[src/ppt_pkg.sv]
`timescale 1ns / 1ps
`default_nettype none

package ppt_pkg;

	// field and register widths
	localparam int unsigned SAMPLE_W = 10;
	localparam int unsigned MARGIN_W = 10;
	localparam int unsigned HOLD_W   = 10;
	localparam int unsigned FACTOR_W = 16;
	localparam int unsigned TIME_W   = 24;
	localparam int unsigned INDEX_W  = 4;
	localparam int unsigned PERIOD_W = TIME_W + 1;
	localparam int unsigned SQ_W     = 2 * PERIOD_W;
	localparam int unsigned SQ_HALF  = SQ_W / 2;
	localparam int unsigned PP_W     = SQ_HALF + FACTOR_W;
	localparam int unsigned SUM_W    = SQ_W + FACTOR_W;
	localparam int unsigned FRAC_W   = 16;
	localparam int unsigned LENGTH_W = 32;
	localparam int unsigned CFG_IDX_W  = 2;
	localparam int unsigned CFG_DATA_W = 16;

	// saturation limit of the millisecond timer
	localparam logic [TIME_W-1:0] TIME_MAX = '1;

	// register indexes on the configuration port
	localparam logic [CFG_IDX_W-1:0] CFG_MARGIN  = 2'd0;
	localparam logic [CFG_IDX_W-1:0] CFG_HOLDOFF = 2'd1;
	localparam logic [CFG_IDX_W-1:0] CFG_FACTOR  = 2'd2;

	// register values after reset
	localparam logic [MARGIN_W-1:0] MARGIN_RST  = 10'd10;
	localparam logic [HOLD_W-1:0]   HOLDOFF_RST = 10'd500;
	localparam logic [FACTOR_W-1:0] FACTOR_RST  = 16'd16284;

	// measurement phase
	typedef enum logic [3:0] {
		PH_CALIBRATE = 4'b0001,
		PH_WAIT      = 4'b0010,
		PH_MEASURE   = 4'b0100,
		PH_DONE      = 4'b1000
	} phase_t;

	// sequencer states
	typedef enum logic [5:0] {
		ST_IDLE = 6'b000001,
		ST_EVAL = 6'b000010,
		ST_SQ   = 6'b000100,
		ST_PP   = 6'b001000,
		ST_SUM  = 6'b010000,
		ST_PUSH = 6'b100000
	} state_t;

	// commands from the controller to the datapath
	typedef struct packed {
		logic load;
		logic eval;
		logic sq;
		logic pp;
		logic sum;
		logic push;
	} cmd_t;

	// status from the datapath, meaningful during evaluation
	typedef struct packed {
		logic hit;
		logic last;
	} sts_t;

endpackage

`default_nettype wire

[src/ppt_ctrl.sv]
`timescale 1ns / 1ps
`default_nettype none

module ppt_ctrl
	import ppt_pkg::*;
(
	input  wire  clk,
	input  wire  arst_n,
	input  wire  in_valid,
	output logic in_stall,
	output logic out_valid,
	input  wire  out_stall,
	input  sts_t sts,
	output cmd_t cmd
);

	state_t state_q;
	state_t state_d;
	logic   valid_q;

	// sequence one item: latch, evaluate, on a hit (final: length multiply) push
	always_comb begin
		state_d = state_q;
		cmd     = '0;
		unique case (state_q)
			ST_IDLE: begin
				if (in_valid) begin
					cmd.load = 1'b1;
					state_d  = ST_EVAL;
				end
			end
			ST_EVAL: begin
				cmd.eval = 1'b1;
				if (sts.hit) begin
					state_d = sts.last ? ST_SQ : ST_PUSH;
				end else begin
					state_d = ST_IDLE;
				end
			end
			ST_SQ: begin
				cmd.sq  = 1'b1;
				state_d = ST_PP;
			end
			ST_PP: begin
				cmd.pp  = 1'b1;
				state_d = ST_SUM;
			end
			ST_SUM: begin
				cmd.sum = 1'b1;
				state_d = ST_PUSH;
			end
			ST_PUSH: begin
				// wait until the output register is free
				if (!valid_q || !out_stall) begin
					cmd.push = 1'b1;
					state_d  = ST_IDLE;
				end
			end
			default: begin
				state_d = ST_IDLE;
			end
		endcase
	end

	always_ff @(posedge clk or negedge arst_n) begin
		if (!arst_n) begin
			state_q <= ST_IDLE;
		end else begin
			state_q <= state_d;
		end
	end

	// hold the result until its transfer
	always_ff @(posedge clk or negedge arst_n) begin
		if (!arst_n) begin
			valid_q <= 1'b0;
		end else if (cmd.push) begin
			valid_q <= 1'b1;
		end else if (!out_stall) begin
			valid_q <= 1'b0;
		end
	end

	assign in_stall  = (state_q != ST_IDLE);
	assign out_valid = valid_q;

endmodule

`default_nettype wire

[src/ppt_dp.sv]
`timescale 1ns / 1ps
`default_nettype none

module ppt_dp
	import ppt_pkg::*;
#(
	parameter int unsigned HIT_COUNT = 10
)
(
	input  wire                   clk,
	input  wire                   arst_n,
	input  wire                   cfg_we,
	input  wire [CFG_IDX_W-1:0]   cfg_index,
	input  wire [CFG_DATA_W-1:0]  cfg_wdata,
	input  wire                   kind,
	input  wire [SAMPLE_W-1:0]    sample,
	input  cmd_t                  cmd,
	output sts_t                  sts,
	output logic [INDEX_W-1:0]    hit_index,
	output logic [TIME_W-1:0]     hit_time_ms,
	output logic                  last,
	output logic [PERIOD_W-1:0]   period_ms,
	output logic [LENGTH_W-1:0]   length_um
);

	// configuration registers
	logic [MARGIN_W-1:0] margin_q;
	logic [HOLD_W-1:0]   holdoff_cfg_q;
	logic [FACTOR_W-1:0] factor_q;

	// latched input item
	logic                kind_q;
	logic [SAMPLE_W-1:0] sample_q;

	// measurement state
	phase_t              phase_q;
	logic [SAMPLE_W-1:0] thr_q;
	logic [TIME_W-1:0]   elapsed_q;
	logic [HOLD_W-1:0]   holdoff_q;
	logic [INDEX_W-1:0]  hits_q;
	logic [TIME_W-1:0]   first_q;
	logic [TIME_W-1:0]   prev_q;
	logic [TIME_W-1:0]   avg_q;

	// staged result
	logic [INDEX_W-1:0]  res_idx_q;
	logic [TIME_W-1:0]   res_rel_q;
	logic                res_last_q;

	// length multiply
	logic [SQ_W-1:0]     sq_q;
	logic [PP_W-1:0]     pph_q;
	logic [PP_W-1:0]     ppl_q;
	logic [LENGTH_W-1:0] len_q;

	// output register
	logic [INDEX_W-1:0]  out_idx_q;
	logic [TIME_W-1:0]   out_rel_q;
	logic                out_last_q;
	logic [PERIOD_W-1:0] out_period_q;
	logic [LENGTH_W-1:0] out_len_q;

	logic [SAMPLE_W-1:0] thr_new;
	logic [TIME_W-1:0]   el_next;
	logic [TIME_W-1:0]   gap;
	logic [TIME_W:0]     avg_sum;
	logic [INDEX_W:0]    idx_inc;
	logic                hit;
	logic [PERIOD_W-1:0] period_w;
	logic [SUM_W-1:0]    total;

	// write configuration
	always_ff @(posedge clk or negedge arst_n) begin
		if (!arst_n) begin
			margin_q      <= MARGIN_RST;
			holdoff_cfg_q <= HOLDOFF_RST;
			factor_q      <= FACTOR_RST;
		end else if (cfg_we) begin
			unique case (cfg_index)
				CFG_MARGIN:  margin_q      <= cfg_wdata[MARGIN_W-1:0];
				CFG_HOLDOFF: holdoff_cfg_q <= cfg_wdata[HOLD_W-1:0];
				CFG_FACTOR:  factor_q      <= cfg_wdata[FACTOR_W-1:0];
				default: ;
			endcase
		end
	end

	// capture the accepted item
	always_ff @(posedge clk) begin
		if (cmd.load) begin
			kind_q   <= kind;
			sample_q <= sample;
		end
	end

	// threshold, saturating timer, hit detection
	assign thr_new = (sample_q > margin_q) ? sample_q - margin_q : '0;
	assign el_next = (elapsed_q == TIME_MAX) ? elapsed_q : elapsed_q + 1'b1;
	assign gap     = el_next - prev_q;
	assign avg_sum = {1'b0, avg_q} + {1'b0, gap};
	assign idx_inc = {1'b0, hits_q} + 1'b1;
	assign hit     = !kind_q && (phase_q == PH_MEASURE) && (holdoff_q == '0)
		&& (sample_q >= thr_q);

	assign sts.hit  = hit;
	assign sts.last = hit && (idx_inc >= (INDEX_W+1)'(HIT_COUNT));

	// advance the measurement on each evaluated item
	always_ff @(posedge clk or negedge arst_n) begin
		if (!arst_n) begin
			phase_q   <= PH_CALIBRATE;
			thr_q     <= '0;
			elapsed_q <= '0;
			holdoff_q <= '0;
			hits_q    <= '0;
			first_q   <= '0;
			prev_q    <= '0;
			avg_q     <= '0;
		end else if (cmd.eval) begin
			if (kind_q) begin
				phase_q   <= PH_CALIBRATE;
				thr_q     <= '0;
				elapsed_q <= '0;
				holdoff_q <= '0;
				hits_q    <= '0;
				first_q   <= '0;
				prev_q    <= '0;
				avg_q     <= '0;
			end else begin
				unique case (phase_q)
					PH_CALIBRATE: begin
						thr_q   <= thr_new;
						phase_q <= PH_WAIT;
					end
					PH_WAIT: begin
						if (sample_q < thr_q) begin
							phase_q   <= PH_MEASURE;
							elapsed_q <= '0;
							holdoff_q <= '0;
						end
					end
					PH_MEASURE: begin
						elapsed_q <= el_next;
						if (holdoff_q != '0) begin
							holdoff_q <= holdoff_q - 1'b1;
						end else if (hit) begin
							if (hits_q == '0) begin
								first_q <= el_next;
							end else if (hits_q == INDEX_W'(1)) begin
								avg_q <= gap;
							end else begin
								avg_q <= avg_sum[TIME_W:1];
							end
							prev_q    <= el_next;
							holdoff_q <= holdoff_cfg_q;
							hits_q    <= idx_inc[INDEX_W-1:0];
							if (sts.last) begin
								phase_q <= PH_DONE;
							end
						end
					end
					PH_DONE: ;
					default: ;
				endcase
			end
		end
	end

	// stage the hit report
	always_ff @(posedge clk) begin
		if (cmd.eval && hit) begin
			res_idx_q  <= hits_q;
			res_rel_q  <= (hits_q == '0) ? '0 : el_next - first_q;
			res_last_q <= sts.last;
		end
	end

	// length: square the period, scale by the factor in two halves, sum
	assign period_w = {avg_q, 1'b0};
	assign total    = {pph_q, {SQ_HALF{1'b0}}} + {{SQ_HALF{1'b0}}, ppl_q};

	always_ff @(posedge clk) begin
		if (cmd.sq) begin
			sq_q <= {{PERIOD_W{1'b0}}, period_w} * {{PERIOD_W{1'b0}}, period_w};
		end
		if (cmd.pp) begin
			pph_q <= {{FACTOR_W{1'b0}}, sq_q[SQ_W-1:SQ_HALF]}
				* {{SQ_HALF{1'b0}}, factor_q};
			ppl_q <= {{FACTOR_W{1'b0}}, sq_q[SQ_HALF-1:0]}
				* {{SQ_HALF{1'b0}}, factor_q};
		end
		if (cmd.sum) begin
			len_q <= (|total[SUM_W-1:FRAC_W+LENGTH_W]) ? '1
				: total[FRAC_W+LENGTH_W-1:FRAC_W];
		end
	end

	// load the output register
	always_ff @(posedge clk) begin
		if (cmd.push) begin
			out_idx_q    <= res_idx_q;
			out_rel_q    <= res_rel_q;
			out_last_q   <= res_last_q;
			out_period_q <= res_last_q ? period_w : '0;
			out_len_q    <= res_last_q ? len_q : '0;
		end
	end

	assign hit_index   = out_idx_q;
	assign hit_time_ms = out_rel_q;
	assign last        = out_last_q;
	assign period_ms   = out_period_q;
	assign length_um   = out_len_q;

endmodule

`default_nettype wire

[src/pendulum_period_timer.sv]
`timescale 1ns / 1ps
`default_nettype none

// Pendulum period timer.
// Input channel (in_valid / in_stall, fields kind and sample): one item per
// millisecond tick carrying a light-sensor sample, or a restart (kind = 1).
// Output channel (out_valid / out_stall): one item per detected hit with its
// index, time relative to the first hit, and on the final hit the period in
// ms and the pendulum length in micrometres.
// Configuration: cfg_we writes cfg_wdata to register cfg_index (0 threshold
// margin, 1 holdoff ticks, 2 length factor Q0.16); write only while idle.
// Sequence: an item is latched, then evaluated by the sequencer. A tick
// without a hit then returns to idle; a hit moves on to the output push,
// and the final hit first passes the squaring, the two 25x16 partial
// products and the sum, each step in a state of its own. A result is
// loaded into the output register once it is free, then shows on out_valid.
// The output register holds a result while out_stall is high; the next item
// is still accepted and evaluated, and only a following hit waits for it.
// Reset restores the register defaults and returns to calibration.
module pendulum_period_timer
	import ppt_pkg::*;
#(
	parameter int unsigned HIT_COUNT = 10
)
(
	input  wire                   clk,
	input  wire                   arst_n,
	input  wire                   cfg_we,
	input  wire [CFG_IDX_W-1:0]   cfg_index,
	input  wire [CFG_DATA_W-1:0]  cfg_wdata,
	input  wire                   in_valid,
	output logic                  in_stall,
	input  wire                   kind,
	input  wire [SAMPLE_W-1:0]    sample,
	output logic                  out_valid,
	input  wire                   out_stall,
	output logic [INDEX_W-1:0]    hit_index,
	output logic [TIME_W-1:0]     hit_time_ms,
	output logic                  last,
	output logic [PERIOD_W-1:0]   period_ms,
	output logic [LENGTH_W-1:0]   length_um
);

	cmd_t cmd;
	sts_t sts;

	ppt_ctrl u_ctrl (
		.clk       (clk),
		.arst_n    (arst_n),
		.in_valid  (in_valid),
		.in_stall  (in_stall),
		.out_valid (out_valid),
		.out_stall (out_stall),
		.sts       (sts),
		.cmd       (cmd)
	);

	ppt_dp #(
		.HIT_COUNT (HIT_COUNT)
	) u_dp (
		.clk         (clk),
		.arst_n      (arst_n),
		.cfg_we      (cfg_we),
		.cfg_index   (cfg_index),
		.cfg_wdata   (cfg_wdata),
		.kind        (kind),
		.sample      (sample),
		.cmd         (cmd),
		.sts         (sts),
		.hit_index   (hit_index),
		.hit_time_ms (hit_time_ms),
		.last        (last),
		.period_ms   (period_ms),
		.length_um   (length_um)
	);

endmodule

`default_nettype wire

[config.mk]
export PLATFORM = sky130hd
export DESIGN_NAME = pendulum_period_timer
export DESIGN_NICKNAME = d
export VERILOG_FILES = /design/src/ppt_pkg.sv /design/src/ppt_ctrl.sv /design/src/ppt_dp.sv /design/src/pendulum_period_timer.sv
export SDC_FILE = /design/constraint.sdc
export NUM_CORES = 2
export LEC_CHECK = 0
export ABC_AREA = 1
export BUFFER_PORTS_ARGS = -buffer_cell sky130_fd_sc_hd__buf_2
export CAP_MARGIN = 20
export CELL_PAD_IN_SITES_DETAIL_PLACEMENT = 1
export CELL_PAD_IN_SITES_GLOBAL_PLACEMENT = 1
export CORE_MARGIN = 2
export CORE_UTILIZATION = 46
export CTS_BUF_LIST = sky130_fd_sc_hd__clkbuf_8
export DETAILED_ROUTE_END_ITERATION = 8
export GPL_ROUTABILITY_DRIVEN = 0
export MAX_ROUTING_LAYER = met4
export PLACE_DENSITY_LB_ADDON = 0.12
export SYNTH_ARGS = -nofsm -noshare
export SYNTH_HDL_FRONTEND = slang
export SYNTH_SLANG_ARGS = --single-unit
[constraint.sdc]
create_clock -name clk -period 7 [get_ports clk]
set_clock_uncertainty 0.2 [all_clocks]
set_input_delay 1.05 -clock clk [delete_from_list [all_inputs] [get_ports clk]]
set_output_delay 1.05 -clock clk [all_outputs]
set_load 0.005 [all_outputs]
* Word-level counts from Yosys, hierarchy flattened
Cells that the tools add are included.
** Operators by class
- Mux-type cells :: 52
- $mul :: 3
- $add $sub $neg :: 8
- Reduce and logical (&&, ||, !) cells :: 31
- Eq/ne operators :: 24
- Magnitude comparators :: 4
** Operator list (number)
- 24-bit two-way mux :: 18
- 10-bit two-way mux :: 7
- 66-bit by 41-bit adder with 66-bit output :: 1
- 24-bit by 24-bit multiplier with 48-bit output :: 1
- 24-bit case mux with 2 select lines :: 1
- 24-bit subtractor :: 2
- 25-bit by 16-bit multiplier with 41-bit output :: 1
- 23-bit by 16-bit multiplier with 39-bit output :: 1
- 4-bit two-way mux :: 9
- 6-bit case mux with 6 select lines :: 1
- 24-bit by 24-bit adder with 25-bit output :: 1
- 24-bit by 1-bit adder with 24-bit output, second input constant :: 1
- 24-bit == test, second input constant :: 1
- 6-bit two-way mux :: 4
- 10-bit case mux with 2 select lines :: 1
- 18-bit OR reduction :: 1
- 4-bit case mux with 3 select lines :: 1
- 10-bit >= comparator :: 1
- 10-bit > comparator :: 1
- 10-bit logical NOT :: 1
- 10-bit < comparator :: 1
- 1-bit two-way mux :: 10
- 2-bit AND reduction :: 5
- 5-bit AND reduction :: 2
- other kinds (33) :: 49
** Word-level totals
- Bits in registers :: 453

* Depth between registers and ports, before layout
- Depth after elaboration :: 10
- Mapped depth :: 32
- Gate-level depth less buffers :: 32

* Hierarchy
Synthesis repeated with hierarchy kept, for this count alone.
** Unflattened totals
- Cells, all modules :: 8044
- Area, all modules :: 65466.5 µm²
** By module, submodules not included
- ppt_dp :: cells each 7985, area an instance 65052.4 µm², times used 1
- ppt_ctrl :: cells each 59, area an instance 414.1 µm², times used 1

* Worst setup path before layout
Ideal clock, no wire load.
- Path type :: reg2reg
- Start point :: reg u_dp.avg_q[14]
- End point :: reg u_dp.sq_q[38] (data pin)
- Arrival :: 6.261 ns
- Path buffers :: 2
- Period minus slack after synthesis :: 6.713 ns
- Required time :: 6.548 ns
- Slack :: 0.287 ns
- Cell stages (with the launch flop) :: 29
- Cells stage by stage :: dfrtp_1 -> clkbuf_1 -> clkbuf_1 -> nand2_1 -> fa_1 -> inv_1 -> fa_1 -> inv_1 -> fa_1 -> inv_1 -> fa_1 -> inv_1 -> fa_1 -> inv_1 -> fa_1 -> inv_1 -> fa_1 -> inv_1 -> ha_1 -> nand2_1 -> nor2_1 -> inv_1 -> nor3_1 -> and3_1 -> a21oi_1 -> o21bai_1 -> nand2_1 -> nand3_1 -> nand2_1
** On the way
- Word-level cells in the longest chain between the ends :: 1
** Ends and longest elaborated chain
- from (decl) :: RTL line ppt_dp.sv:43 : logic [TIME_W-1:0] avg_q;
- from (signal assigned) :: RTL line ppt_dp.sv:150 : avg_q <= gap;
- from (signal assigned) :: RTL line ppt_dp.sv:152 : avg_q <= avg_sum[TIME_W:1];
- 24-bit by 24-bit multiplier with 48-bit output :: RTL line ppt_dp.sv:184 : sq_q <= {{PERIOD_W{1'b0}}, period_w} * {{PERIOD_W{1'b0}}, period_w};
- to (signal assigned) :: RTL line ppt_dp.sv:184
- to (decl) :: RTL line ppt_dp.sv:51 : logic [SQ_W-1:0] sq_q;
No other way between the ends.
A chain may end at the register's enable or synchronous reset.

* Worst setup path after layout
- Start point :: reg u_dp.avg_q[15]
- End point :: reg u_dp.sq_q[49] (data pin)
The elaborated chain is that of the path after synthesis.

==> Implementation_results.wiki <==
{| class="wikitable"
! Metric !! Value
|-
| Post-synthesis async set-or-reset flop share || 38.2%
|-
| Sequential fraction of the synthesis area || 18.9%
|-
| Top Ports || 122
|-
| Pin count of the biggest net entering global routing || 141
|-
| Filler Cell Count || 17200
|-
| Nets || 9728
|-
| Ys flop type || edfxtp_1
|-
| Final hold viol count || 0
|-
| Highest-count cells in the layout ignoring fill and taps || 2166 x inv_1, 1906 x nand2_1, 1028 x fa_1
|-
| Mean post-synth cell area || 8.12 µm²
|-
| Count of state elements after synthesis || 437
|-
| Worst slack at placement || -0.0617 ns
|-
| Number of non-filler instances in the completed layout || 10100
|-
| Number of port buffers || 120
|-
| Antenna Violating Nets Remaining || 0
|-
| Core ar. || about 140000 µm²
|-
| Share of final-layout standard cells stronger than drive strength 1 || 7.15%
|-
| R2r endpoint || u_dp.sq_q[49]
|-
| CTS tree || built
|-
| Gate count after technology mapping || about 8000
|-
| Horizontal die dimension || 380 µm
|-
| Family with the most delay on the worst path || adder cells
|-
| First-pass iteration count of the detailed router || 5
|-
| Final design utilization || between 50% and 60%
|-
| Relative area change from synthesis to final layout || 8.85%
|-
| Clock root cell || clkbuf_8
|-
| Maximum clock frequency || 148 MHz
|-
| Dominant cell type by count on the critical path || fa_1
|-
| Crit. End Element || register
|-
| Global-route wire length before repair || 318000 µm
|-
| Data arrival time of the critical path || 7.13 ns
|-
| Hold Crit Endpoint || u_dp.hit_time_ms[19]
|-
| Largest buffer count on any clock path || 3
|-
| Slew Limit Fails || 0
|-
| Number of flops mapped to enable cells by yosys || 270
|-
| TritonCTS sink count || 437
|-
| Number of buffer and inverter instances along the worst setup path || 8
|-
| Die ar. || around 140000 µm²
|-
| Top fanout value on the critical path || 15
|-
| Latest clock arrival within the worst-skew pair || 0.87 ns
|-
| Dpl hpwl || 162000 µm
|-
| Final worst-path setup slack || 0.226 ns
|-
| Combined global-route utilization of all metal layers || about 29%
|-
| Worst path slowest cell || fa_1
|-
| Startpoint of the lowest-slack register-to-register path || u_dp.avg_q[15]
|-
| Number of stages on the worst hold path || 0
|-
| Vias || 52100
|-
| Transition at the pin with the smallest max-transition slack || slightly above 1 ns
|-
| Most common cell after layout, fill and taps aside || inv_1
|-
| Vias per inst || 5.15
|-
| Final critical-path required period || 6.77 ns
|-
| Nature of the critical path startpoint || register
|-
| DRC errors left || 0
|-
| Worst setup path category || reg -> reg
|-
| Class of the most critical hold timing path || reg -> reg
|-
| Global route total overflow || 0
|-
| Routed wire length || 197000 µm
|-
| H-tree levels || 3
|-
| Worst path required time || 7.35 ns
|-
| Effective utilization at floorplan || between 40 and 50%
|-
| Warning count from the yosys run || 0
|-
| Max Cap Viol || 0
|-
| Number of cells on the worst reg-to-reg path || 25
|-
| WL/cell || between 15 and 20 µm
|-
| Number of global-route vias before repair || between 50000 and 60000
|-
| Initial antenna violation count || 3
|-
| Number of distinct library cells after synthesis || 63
|-
| Hold path startpoint || u_dp.res_rel_q[19]
|-
| Standard-cell rows || 138
|-
| Run status || finished, final reports clean
|-
| Final worst path period share || 96.8%
|-
| Finish-stage setup viols || 0
|-
| Delay of the slowest cell on the worst path || 0.58 ns
|-
| Headroom to the max-slew limit || 31.9%
|-
| Iteration-0 DRC count of the detailed router || about 2700
|-
| R2R setup slack || 0.23 ns
|-
| Clock-pin slew reported for the worst setup and hold paths after clock tree synthesis || 0.06 ns
|-
| Placed cell count || 9917
|-
| Cell area after synthesis || 65200 µm²
|-
| Number of clock buffers inserted by TritonCTS || 85
|-
| Die Ht || 380 µm
|}
[what timing repair did]
action | 4_1_cts | 5_1_grt
setup endpoints to repair | 13 | 30
pin swaps | 0 | 6
gates resized for setup | 4 | 76
hold endpoints to repair | 27 | 0
hold buffers | 1 | 0
setup buffers | 0 | 35
[synth_stat cells, types with 20 or more instances]
cell | count | area share, %
nand3_1 | 210 | 1.6
xor2_1 | 109 | 1.5
nand2_1 | 1908 | 11
ha_1 | 515 | 9.9
fa_1 | 1028 | 32
xnor2_1 | 68 | 0.91
nand4_1 | 46 | 0.44
a21oi_1 | 279 | 2.1
a31oi_1 | 27 | 0.26
dfrtp_1 | 147 | 5.6
a21o_1 | 24 | 0.28
clkbuf_1 | 254 | 1.5
inv_1 | 2146 | 12
o21ai_0 | 291 | 2.2
o21bai_1 | 25 | 0.29
edfxtp_1 | 270 | 12
dfstp_2 | 20 | 0.81
o21ai_1 | 25 | 0.19
nor3_1 | 61 | 0.47
nor2_1 | 362 | 2.1
[layout make-up]
cell class,count,area [µm²],share of cell area [%]
Sequential cell,437,12300,17.4
Timing Repair Buffer,315,2370,3.35
Clock buffer,87,1200,1.69
Tap cell,1890,2360,3.33
Inverter,2150,8070,11.4
Clock inverter,70,738,1.04
Multi-Input combinational cell,5162,43900,61.8
Antenna cell,3,7.51,0.0106
[worst register-to-register path: cells and delay by family (launching register included)]
| family | cells | cell delay, ns |
|---|---|---|
| fa+ha+maj | 8 | 3.96 |
| simple gates | 8 | 1.10 |
| buf+inv | 8 | 0.75 |
| flops | 1 | 0.42 |
| xor+xnor | 1 | 0.07 |
[registers in the layout (all words and copies together), names as in the netlist, 25 cells and up]
| name | cells |
|---|---|
| u_dp.ppl_q | 25 |
| u_dp.sq_q | 47 |
| u_dp.length_um | 32 |
| u_dp.pph_q | 41 |
| u_dp.len_q | 32 |
[metal layers]
metal	routed length [µm]	GRT usage [%]	up-vias
met1	87200	36.8	26600
met4	5150	7.38	0
li1	-	-	24100
met5	0	-	-
met3	8510	3.13	290
met2	96100	48.1	1034
[per-stage QoR]
step	hold WS (ns)	instance area, µm²	setup TNS (ns)
global placement	0.202	68500	-0.00864
global route	0.181	71000	-0.0766
CTS	0.175	70400	0
detailed placement	0.206	68500	-0.202
floorplan	0.200	65200	0
finish	0.216	71000	0
[logic make-up after synthesis]
group / synth area share [%]
other: 0.0115
adders and majority gates: 41.5
xor gates and xnor gates: 2.45
DFF: 18.9
buffers and inverters: 14.1
muxes: 0.104
and+or+nand+nor: 16.6
AOI/OAI and AO/OA: 6.35
[worst max-delay path by stage]
stage	from	end	slack (ns)	cells after the start
detailed placement	u_dp.avg_q[12]	u_dp.sq_q[48]	-0.06	24
floorplan	u_dp.avg_q[14]	u_dp.sq_q[38]	0.29	28
global placement	u_dp.avg_q[12]	u_dp.sq_q[43]	-0.009	24
finish	u_dp.avg_q[15]	u_dp.sq_q[49]	0.23	25
global route	u_dp.avg_q[15]	u_dp.sq_q[38]	-0.07	25
CTS	u_dp.avg_q[16]	u_dp.sq_q[48]	0.009	24
Power is left out: the tool's default activity adds up to more than one toggle a clock period on the data nets, which glitch-free logic cannot reach.
